===== src/hw/rtl/dmh_pkg.sv =====
// Shared types, codes and command/status structs of the deadline timer queue.
package dmh_pkg;

    localparam int MAX_RESULTS = 64;
    localparam int NW          = $clog2(MAX_RESULTS + 1);

    typedef enum logic [1:0] {
        KIND_ACCEPTED = 2'd0,
        KIND_REJECTED = 2'd1,
        KIND_FIRED    = 2'd2
    } kind_t;

    localparam logic CMD_SCHEDULE = 1'b0;
    localparam logic CMD_TICK     = 1'b1;

    typedef struct packed {
        logic        cmd;
        logic [15:0] handle;
        logic [31:0] delay_ticks;
    } in_t;

    typedef struct packed {
        logic [1:0]  kind;
        logic [15:0] out_handle;
        logic [63:0] fire_time;
        logic        last;
    } out_t;

    typedef struct packed {
        logic load;        // latch accepted request
        logic push_sched;  // emit schedule answer
        logic up_init;     // start sift-up at the tail
        logic rd_parent;
        logic wr_item;     // place held entry at pos
        logic wr_up;       // move parent down to pos, climb
        logic rd_root;
        logic pop;         // retire root, read tail entry
        logic load_item;   // held entry from read data
        logic rd_children;
        logic wr_dn;       // move chosen child up to pos, descend
        logic push_flush;  // emit held result as last
    } cmd_t;

    typedef struct packed {
        logic in_tick;
        logic full;
        logic pos_zero;
        logic item_lt_parent;
        logic cnt_zero;
        logic n_max;
        logic root_due;
        logic pend_valid;
        logic out_free;
        logic left_out;
        logic item_le_child;
    } status_t;

endpackage


===== src/hw/rtl/dmh_ctrl.sv =====
// Sequencer for insert sift-up, pop loop and sift-down of the timer heap.
module dmh_ctrl (
    input  logic             aclk,
    input  logic             aresetn,
    input  logic             s_valid,
    output logic             s_ready,
    input  dmh_pkg::status_t st,
    output dmh_pkg::cmd_t    cmd
);
    import dmh_pkg::*;

    typedef enum logic [9:0] {
        ST_IDLE     = 10'b0000000001,
        ST_SCHED    = 10'b0000000010,
        ST_UP_TEST  = 10'b0000000100,
        ST_UP_CMP   = 10'b0000001000,
        ST_POP_TEST = 10'b0000010000,
        ST_POP_CMP  = 10'b0000100000,
        ST_DN_LOAD  = 10'b0001000000,
        ST_DN_RD    = 10'b0010000000,
        ST_DN_CMP   = 10'b0100000000,
        ST_FLUSH    = 10'b1000000000
    } state_t;

    state_t state_reg, state_next;

    always_ff @(posedge aclk) begin
        if (!aresetn) begin
            state_reg <= ST_IDLE;
        end else begin
            state_reg <= state_next;
        end
    end

    always_comb begin
        state_next = state_reg;
        cmd        = '0;
        s_ready    = 1'b0;
        case (state_reg)
            ST_IDLE: begin
                s_ready = 1'b1;
                if (s_valid) begin
                    cmd.load   = 1'b1;
                    state_next = st.in_tick ? ST_POP_TEST : ST_SCHED;
                end
            end
            ST_SCHED: begin
                if (st.out_free) begin
                    cmd.push_sched = 1'b1;
                    if (st.full) begin
                        state_next = ST_IDLE;
                    end else begin
                        cmd.up_init = 1'b1;
                        state_next  = ST_UP_TEST;
                    end
                end
            end
            ST_UP_TEST: begin
                if (st.pos_zero) begin
                    cmd.wr_item = 1'b1;
                    state_next  = ST_IDLE;
                end else begin
                    cmd.rd_parent = 1'b1;
                    state_next    = ST_UP_CMP;
                end
            end
            ST_UP_CMP: begin
                if (st.item_lt_parent) begin
                    cmd.wr_up  = 1'b1;
                    state_next = ST_UP_TEST;
                end else begin
                    cmd.wr_item = 1'b1;
                    state_next  = ST_IDLE;
                end
            end
            ST_POP_TEST: begin
                if (st.cnt_zero || st.n_max) begin
                    state_next = ST_FLUSH;
                end else begin
                    cmd.rd_root = 1'b1;
                    state_next  = ST_POP_CMP;
                end
            end
            ST_POP_CMP: begin
                if (!st.root_due) begin
                    state_next = ST_FLUSH;
                end else if (!st.pend_valid || st.out_free) begin
                    cmd.pop    = 1'b1;
                    // count drops by one; tail read is only useful if any remain
                    state_next = st.cnt_zero ? ST_POP_TEST : ST_DN_LOAD;
                end
            end
            ST_DN_LOAD: begin
                cmd.load_item = 1'b1;
                state_next    = ST_DN_RD;
            end
            ST_DN_RD: begin
                if (st.left_out) begin
                    cmd.wr_item = 1'b1;
                    state_next  = ST_POP_TEST;
                end else begin
                    cmd.rd_children = 1'b1;
                    state_next      = ST_DN_CMP;
                end
            end
            ST_DN_CMP: begin
                if (st.item_le_child) begin
                    cmd.wr_item = 1'b1;
                    state_next  = ST_POP_TEST;
                end else begin
                    cmd.wr_dn  = 1'b1;
                    state_next = ST_DN_RD;
                end
            end
            ST_FLUSH: begin
                if (!st.pend_valid) begin
                    state_next = ST_IDLE;
                end else if (st.out_free) begin
                    cmd.push_flush = 1'b1;
                    state_next     = ST_IDLE;
                end
            end
            default: begin
                state_next = ST_IDLE;
            end
        endcase
    end

endmodule


===== config.mk =====
export PLATFORM = sky130hd
export DESIGN_NAME = dmh_ctrl
export DESIGN_NICKNAME = d
export VERILOG_FILES = /design/src/hw/rtl/dmh_pkg.sv /design/src/hw/rtl/dmh_ctrl.sv
export SDC_FILE = /design/constraint.sdc
export NUM_CORES = 1
export LEC_CHECK = 0
export ABC_AREA = 1
export BUFFER_PORTS_ARGS = -buffer_cell sky130_fd_sc_hd__buf_2
export CORE_UTILIZATION = 50
export DETAILED_ROUTE_END_ITERATION = 10
export GPL_ROUTABILITY_DRIVEN = 1
export PLACE_DENSITY = 0.8
export SLEW_MARGIN = 20
export SYNTH_ARGS = -nofsm -noshare
export SYNTH_HDL_FRONTEND = slang
export SYNTH_SLANG_ARGS = --single-unit

===== constraint.sdc =====
create_clock -name aclk -period 3.1 [get_ports aclk]
set_clock_uncertainty 0.05 [all_clocks]
set_input_delay 0.62 -clock aclk [delete_from_list [all_inputs] [get_ports aclk]]
set_output_delay 0.62 -clock aclk [all_outputs]
set_load 0.005 [all_outputs]

**Word level (Yosys, flattened, before mapping)**

Cells that the tools add are included.

- Logic and storage cells: 62
- Bits in registers: 10
- Input bits: 14
- Output and inout port bits: 13

- Eq/ne operators: 14
- Reductions and logical operators: 4
- Mux-type cells: 43

Operator list:

| kind | count |
|---|---|
| one-hot mux 10 bit (10 select lines) | 1 |
| two-way mux 10 bit | 7 |
| two-way mux 1 bit | 25 |
| equality test 10 x 1 -> 1 bit (second input constant) | 1 |
| equality test 10 bit (second input constant) | 1 |
| equality test 10 x 2 -> 1 bit (second input constant) | 1 |
| equality test 10 x 3 -> 1 bit (second input constant) | 1 |
| equality test 10 x 4 -> 1 bit (second input constant) | 1 |
| equality test 10 x 5 -> 1 bit (second input constant) | 1 |
| equality test 10 x 6 -> 1 bit (second input constant) | 1 |
| equality test 10 x 7 -> 1 bit (second input constant) | 1 |
| equality test 10 x 8 -> 1 bit (second input constant) | 1 |
| equality test 10 x 9 -> 1 bit (second input constant) | 1 |
| two-way mux 9 bit | 1 |
| two-way mux 8 bit | 1 |
| two-way mux 7 bit | 1 |
| two-way mux 3 bit | 2 |
| inequality test 3 bit (second input constant) | 2 |
| two-way mux 5 bit | 1 |
| two-way mux 2 bit | 2 |
| two-way mux 4 bit | 1 |
| inequality test 2 bit (second input constant) | 2 |
| one-hot mux 1 bit (4 select lines) | 1 |
| AND reduction 4 bit | 1 |
| other kinds (2) | 3 |

**Longest topological paths before layout**

Gate-level depths: netlist (run 1).

- Depth in word-level cells: 5
- Gate-level depth with buffers: 11
- Mapped depth without buffers: 11

**Least setup slack after synthesis (run 1)**

Ideal clock, no wire load.

- Path kind: register to output
- Start point: register state_reg[6]
- End point: output cmd[9] in the netlist's numbering
- Buffers on the path: 0
- Path slack: 1.482 ns
- Cell stages (with the launch flop): 6
- Data required time: 2.430 ns
- Arrival time: 0.948 ns
- Cell sequence: dfxtp_1 nor2_1 nand2_2 nor2_1 nand2_1 nor3_1

RTL lines:

| what | line | text |
|---|---|---|
| start: declaration | dmh_ctrl.sv:25 | `state_t state_reg, state_next;` |
| start signal: assignment | dmh_ctrl.sv:31 | `state_reg <= state_next;` |
| end: declaration | dmh_ctrl.sv:8 | `output dmh_pkg::cmd_t cmd` |

==> results.md, run 1 <==
- The flow ran to the end, and the final reports show no timing, DRC or antenna violations.
- The HPWL after detailed placement is 1610 µm.
- Across all layers, the routed design uses 912 vias.
- Clock latency on the worst-skew pair, taken at its later pin, is 0.27 ns.
- The clock transition at the register clock pins on the worst setup and hold paths after CTS is 0.07 ns.
- The clock root buffer is sky130_fd_sc_hd__clkbuf_4.
- The completed layout was analyzed and its total power is 0.530 mW.
- The net count reported at finish is 173.
- The number of global-route vias before repair is 722.
- The total grt overflow is 0.
- The critical path is of the reg2out type.
- The area of the core is 1370 µm².
- In the finished design, the share of the clock period the worst path needs comes to 0.696.
- The number of buffers added on ports is 26.
- The synthesized netlist occupies a cell area of 766 µm².
- The tree built by TritonCTS fans out to 10 sinks.
- The final-report max-slew violation count is 0.
- The critical path's slowest cell is sky130_fd_sc_hd__dfxtp_1.
- The first-pass GRT wire length is 2930 µm.
- The total I/O pin count is 27.
- The total setup violations reported at the end of the flow is 0.
- The analysis attributes to cell leakage a power of 0.533 nW.
- The worst setup margin is 0.942 ns.
- The highest metal layer used by the detailed router is met4.
- Static timing analysis puts the maximum clock frequency at 0.463 GHz.
- The kind of path behind the tightest hold check is reg2reg.
- 0 antenna diodes ended up in the layout.
- In this design, the stage delay of the slowest critical-path cell is 0.36 ns.
- The number of flip-flops under the largest register name is 10.
- Of the post-synthesis cell area, the dominant cell type holds 0.261.
- The share of post-route cells with drive strength above 1 is 0.310.
- The reg2reg setup slack is 1.50 ns.
- The dominant cell type by area after synthesis is sky130_fd_sc_hd__dfxtp_1.
- The vertical extent of the die is 41.1 µm.
- The remaining design rule violation count is 0.
- The floorplan step defined a die boundary enclosing 1690 µm².
- The number of warning messages in the yosys log is 0.
- Yosys attributes the largest share of cell area to sky130_fd_sc_hd__dfxtp_1, sky130_fd_sc_hd__nor2_1, sky130_fd_sc_hd__nand2_1.
- The floorplan has 13 rows.
- The number of hold-slack violations in the final timing report came to 0.
- The clock tree from TritonCTS is done.
- The number of antenna violations at the first check in global routing is 0.
- The detail-routed via count per cell is 5.27.
- The first-pass detailed-route iteration total is 4.
- The congestion estimate from routability-driven global placement came to 0.830.
- The largest net degree at the start of global routing is 8.
- The number of max-cap violations is 0.
- The transition at the pin with the smallest max-transition slack is 0.319 ns.
- The average instance in the mapped netlist occupies 5.98 µm².
- In the global route stage, overall resource usage came out at 0.273.
- The final layout contains routed wiring with a total length of 2080 µm.
- Synthesis inferred 10 register bits.
- The signal on the critical path passes through nor2_4 > nand2_2 > nor2_2 > nand3_1 > nor2_1 > buf_2.
- For the worst setup path, the data arrival time is 1.49 ns.
- For the final routed database, the setup TNS stands at 0 ns.
- The detailed router's first-iteration violation count is 38.
- For this configuration, the core starts out at a cell density of 0.560.
- The sequential share of the synthesized area is 0.261.
- The power density over the cells is 558 nW/µm².
- The post-detailed-route wirelength per cell is 12.0 µm.
- The setup fix buffers added after clock tree synthesis is 0.
- For this block, wires on met1 add up to 887 µm.
- The worst slew margin relative to its limit is 0.787.
- The met2 wirelength from detailed routing is 1040 µm.
- The required time of the critical path is 2.43 ns.
- The length of routed met3 wiring is 126 µm.
- The type of destination of the critical path is an output port.
- The post-synthesis cell count is 128.
- The worst setup path is launched from a register.
- Counting distinct cell types in the post-synthesis netlist gives 21.
- The die width is 41.1 µm.
- The number of hold buffers added after CTS is 0.
- Of all nets on the critical path, the largest fanout is 5.
- The buffer depth of the longest clock path is 2.
- The worst-case IR drop observed on VDD is 257 µV.
- Setup repair after global routing left no endpoint under its margin.
- The layout overhead on the synthesized area is 24.2%.
- The depth of the CTS H-tree is 1.
- The number of nets handed over by synthesis was 142.
- The number of antenna-violating nets in the routed design is 0.
- The post-cts repair resize count is 0.
- The number of buffers created by CTS is 3.
- At the placement stage, the worst setup path has a slack of 1.27 ns.
- Counting I/O delays and the setup requirement, the final critical path takes 2.16 ns.
-- Yosys cell counts (all sizes together) --
library cell,count
a21oi,4
and3,1
dfxtp,10
inv,22
nand2,28
nand3,11
nand4,7
nor2,33
nor3,6
o21a,1
o21ai,1
o22ai,2
or2,2
-- routing by layer --
metal / global-route usage / up-vias
met5: 0 / -
met4: 0.0806 / 0
met3: 0.0924 / 6
met2: 0.473 / 37
met1: 0.313 / 405
li1: - / 464
-- stage by stage --
stage | hold WS (ns) | util | cell area (µm²) | instances
2_1_floorplan | 0.436 | - | 766 | 128
3_3_place_gp | 0.453 | 0.669 | 915 | 169
3_5_place_dp | 0.457 | 0.669 | 915 | 169
4_1_cts | 0.468 | 0.696 | 951 | 173
5_1_grt | 0.490 | 0.696 | 951 | 173
6_report | 0.466 | 0.696 | 951 | 173
-- area by class of cell --
cell class                      instances  area [µm²]
Sequential cell                        10         200
Fill cell                             134         415
Multi-Input combinational cell         96         483
Timing Repair Buffer                   26         130
Tap cell                               15        18.8
Inverter                               22        82.6
Clock buffer                            4        36.3
-- where the power goes --
group	internal [mW]	switching (mW)	leakage, nW
clock	0.0715	0.0511	0.0210
combinational	0.0851	0.166	0.431
sequential	0.143	0.0142	0.0811
-- path summary, 6_finish.rpt --
kind / from / endpoint / depth (start not counted)
max: state_reg[5] / cmd[1] / 6
min: state_reg[9] / state_reg[9] / 2
max reg2reg: state_reg[5] / state_reg[0] / 9
min reg2reg: state_reg[9] / state_reg[9] / 2
-- cell usage in the layout, fill, tap and decap left out, types with 3 or more instances in the layout --
cell type / synthesis / routed
sky130_fd_sc_hd__nand2_1: 24 / 24
sky130_fd_sc_hd__clkbuf_4: 0 / 3
sky130_fd_sc_hd__inv_2: 5 / 5
sky130_fd_sc_hd__nand2_2: 4 / 4
sky130_fd_sc_hd__nor2_1: 28 / 28
sky130_fd_sc_hd__buf_2: 0 / 26
sky130_fd_sc_hd__nor3_1: 4 / 4
sky130_fd_sc_hd__nor2_4: 3 / 3
sky130_fd_sc_hd__a21oi_1: 3 / 3
sky130_fd_sc_hd__nand3_1: 9 / 9
sky130_fd_sc_hd__inv_1: 17 / 17
sky130_fd_sc_hd__nand4_1: 7 / 7
sky130_fd_sc_hd__dfxtp_1: 10 / 10
-- cell families after synthesis --
group | synth area share
and+or+nand+nor | 0.567
AOI/OAI and AO/OA | 0.0637
buffers and inverters | 0.108
DFF | 0.261
-- critical path, delay by kind of cell (launching register included) --
kind | cells | cell delay (ns)
AND/OR/NAND/NOR | 5 | 0.70
buffers and inverters | 1 | 0.14
flip-flops | 1 | 0.36
(Power assumes the default switching activity.)
==> inputs of run 2 (changes only) <==
--- a/config.mk
+++ b/config.mk
@@ -7,10 +7,10 @@
 export LEC_CHECK = 0
 export ABC_AREA = 1
 export BUFFER_PORTS_ARGS = -buffer_cell sky130_fd_sc_hd__buf_2
-export CORE_UTILIZATION = 50
+export CORE_UTILIZATION = 48
 export DETAILED_ROUTE_END_ITERATION = 10
 export GPL_ROUTABILITY_DRIVEN = 1
-export PLACE_DENSITY = 0.8
+export PLACE_DENSITY = 0.77
 export SLEW_MARGIN = 20
 export SYNTH_ARGS = -nofsm -noshare
 export SYNTH_HDL_FRONTEND = slang
==> constraint.sdc (replaced) <==
create_clock -name aclk -period 2.1 [get_ports aclk]
set_clock_uncertainty 0.05 [all_clocks]
set_input_delay 0.42 -clock aclk [delete_from_list [all_inputs] [get_ports aclk]]
set_output_delay 0.42 -clock aclk [all_outputs]
set_load 0.005 [all_outputs]
==> results.md, run 2 (synthesis results as in run 1) <==
- The run finished with clean final reports.
- The proportion of power drawn by combinational gates is 0.465.
- The worst setup path is launched from a register.
- The number of clock sinks is 10.
- The vertical extent of the die is 41.9 µm.
- The floorplan step defined a die boundary enclosing 1760 µm².
- After global routing, the most crowded layer is met2.
- The net count reported at finish is 173.
- Of the total power, the share spent switching nets is 0.418.
- The met2 usage in global routing is 0.375.
- Summing all placed instances gives a cell area of 916 µm².
- At the worst endpoint, the required time is 1.63 ns.
- Entering global routing, the biggest net connects 8 pins.
- The internal cell power is 0.442 mW.
- Setup repair after global routing left no endpoint under its margin.
- The number of global-route vias before repair came to 779.
- STA classifies the critical path endpoint as an output port.
- The HPWL after detailed placement is 1500 µm.
- For the worst setup path, the data arrival time is 1.49 ns.
- The clock period could shrink to 1.96 ns.
- The kind of path behind the tightest hold check is in2reg.
- The number of hold buffers added after CTS is 0.
- The initial core utilization is 0.508.
- Relative to the synthesized area, the layout overhead comes to 24.3%.
- The met1 capacity usage during global routing is 0.282.
- The total number of placement rows is 14.
- The depth of the CTS H-tree is 1.
- Leaving out fill and tap cells, the most frequent cells in the layout are sky130_fd_sc_hd__nor2_1, sky130_fd_sc_hd__buf_2, sky130_fd_sc_hd__nand2_1.
- Global routing finished with a remaining overflow of 0.
- The worst-case IR drop observed on VDD is 334 µV.
- The total negative slack for setup checks is 0 ns.
- The leakage power of the design is 0.533 nW.
- Measured along the x axis, the die boundary spans 41.9 µm.
- The startpoint-to-endpoint class of the critical path is reg2out.
- The number of clock buffers added by TritonCTS is 3.
- Clock-pin slew was measured on the worst setup and hold paths at 0.07 ns.
- The first-pass GRT wire length is 3100 µm.
- The area of the multi-input gates is 483 µm².
- The final-report max-slew violation count came to 0.
- Summed over all nets, the switching power comes to 0.318 mW.
- The total setup violations reported at the end of the flow is 0.
- The all-layer global routing usage is 0.223.
- The number of antenna violations at the first check in global routing is 0.
- The share of post-route cells with drive strength above 1 is 0.310.
- The register with the most flip-flops in the layout has 10 of them.
- The share of total power in the clock network is 0.230.
- The number of hold-slack violations in the final timing report is 0.
- The library cell used most frequently in the layout, excluding fill and tap cells, is sky130_fd_sc_hd__nor2_1.
- Input and output buffers added on the ports amount to 26.
- The total I/O pin count is 27.
- Max-cap violations in this run came to 0.
- Based on the critical path, the design can be clocked at up to 0.511 GHz.
- Of the available clock period, the critical path in the final layout requires 0.932.
- The final routed wirelength across all metal layers is 1820 µm.
- The clock tree from TritonCTS is done.
- For this block, the initial DRC count from the detailed router was 15.
- The global routing met3 resource utilization is 0.0696.
- Hold is met by 0.286 ns.
- The total inserted antenna cells is 0.
- The routability congestion estimate is 0.866.
- The post-layout instance area is 952 µm².
- The floorplan step defined a core boundary enclosing 1510 µm².
- Once the clock tree was built, the resizer swapped 0 gates to a different size.
- The worst slew margin relative to its limit is 0.811.
- The post-detailed-route wirelength per cell is 10.4 µm.
- The number of antenna-violating nets in the routed design is 0.
- In the routed layout, each cell is associated on average with a via count of 4.99.
- The first TritonRoute pass finished after 4 iterations.
- The transition at the pin with the smallest max-transition slack is 0.284 ns.
- At the later pin of the worst-skew pair, clock insertion delay measures 0.27 ns.
- The maximum fanout along the worst path is 5.
- The buffer depth of the longest clock path is 2.
- Across the whole layout, storage elements account for 200 µm².
- The number of fill cells is 152.
- The cell sitting at the root of the clock tree is a sky130_fd_sc_hd__clkbuf_4.
- The setup fix buffers added after clock tree synthesis is 0.
- In this run the register-to-register setup slack is 0.59 ns.
- In the routed design, unresolved DRC markers number 0.
- The via count is 869.
- The share of total power dissipated in sequential elements is 0.304.
- The power density over the cells is 798 nW/µm².
[run 2: path summary, 6_finish.rpt]
check,from,end,cells after the start
setup reg to reg,state_reg[7],state_reg[0],10
hold / removal,st[8],state_reg[3],2
hold reg to reg,state_reg[9],state_reg[9],2
setup / recovery,state_reg[7],cmd[1],6
[run 2: through the flow]
| step | std cells | setup slack, ns | power, mW | utilization |
|---|---|---|---|---|
| 2_1_floorplan | 128 | 0.682 | 0.496 | - |
| 3_3_place_gp | 170 | 0.463 | 0.582 | 0.608 |
| 3_5_place_dp | 170 | 0.459 | 0.586 | 0.608 |
| 4_1_cts | 174 | 0.162 | 0.765 | 0.632 |
| 5_1_grt | 174 | 0.0114 | 0.822 | 0.632 |
| 6_report | 174 | 0.142 | 0.760 | 0.632 |
[run 2: critical path: stages (launching register included)]
cell                      delay [ns]
sky130_fd_sc_hd__dfxtp_1        0.34
sky130_fd_sc_hd__nor2_1         0.18
sky130_fd_sc_hd__nand2_2        0.12
sky130_fd_sc_hd__nor2_2         0.18
sky130_fd_sc_hd__nand3_1        0.11
sky130_fd_sc_hd__nor2_1         0.15
sky130_fd_sc_hd__buf_2          0.14
[run 2: power groups by stage]
| stage | logic, mW | registers, mW | clock network, mW |
|---|---|---|---|
| global route | 0.402 | 0.232 | 0.188 |
| floorplan | 0.264 | 0.232 | 0 |
| CTS | 0.353 | 0.231 | 0.181 |
| finish | 0.354 | 0.231 | 0.175 |
| detailed placement | 0.350 | 0.235 | 0 |
| global placement | 0.347 | 0.234 | 0 |
[run 2: metal layers]
layer	up-vias	share of wire
met2	27	0.46
met4	0	0.0044
met5	-	0
met3	3	0.057
li1	470	-
met1	369	0.47
[run 2: final cells by class]
type,instances,area share
Multi-Input combinational cell,96,0.507
Sequential cell,10,0.210
Timing Repair Buffer,26,0.137
Inverter,22,0.0867
Clock buffer,4,0.0381
Tap cell,16,0.0210
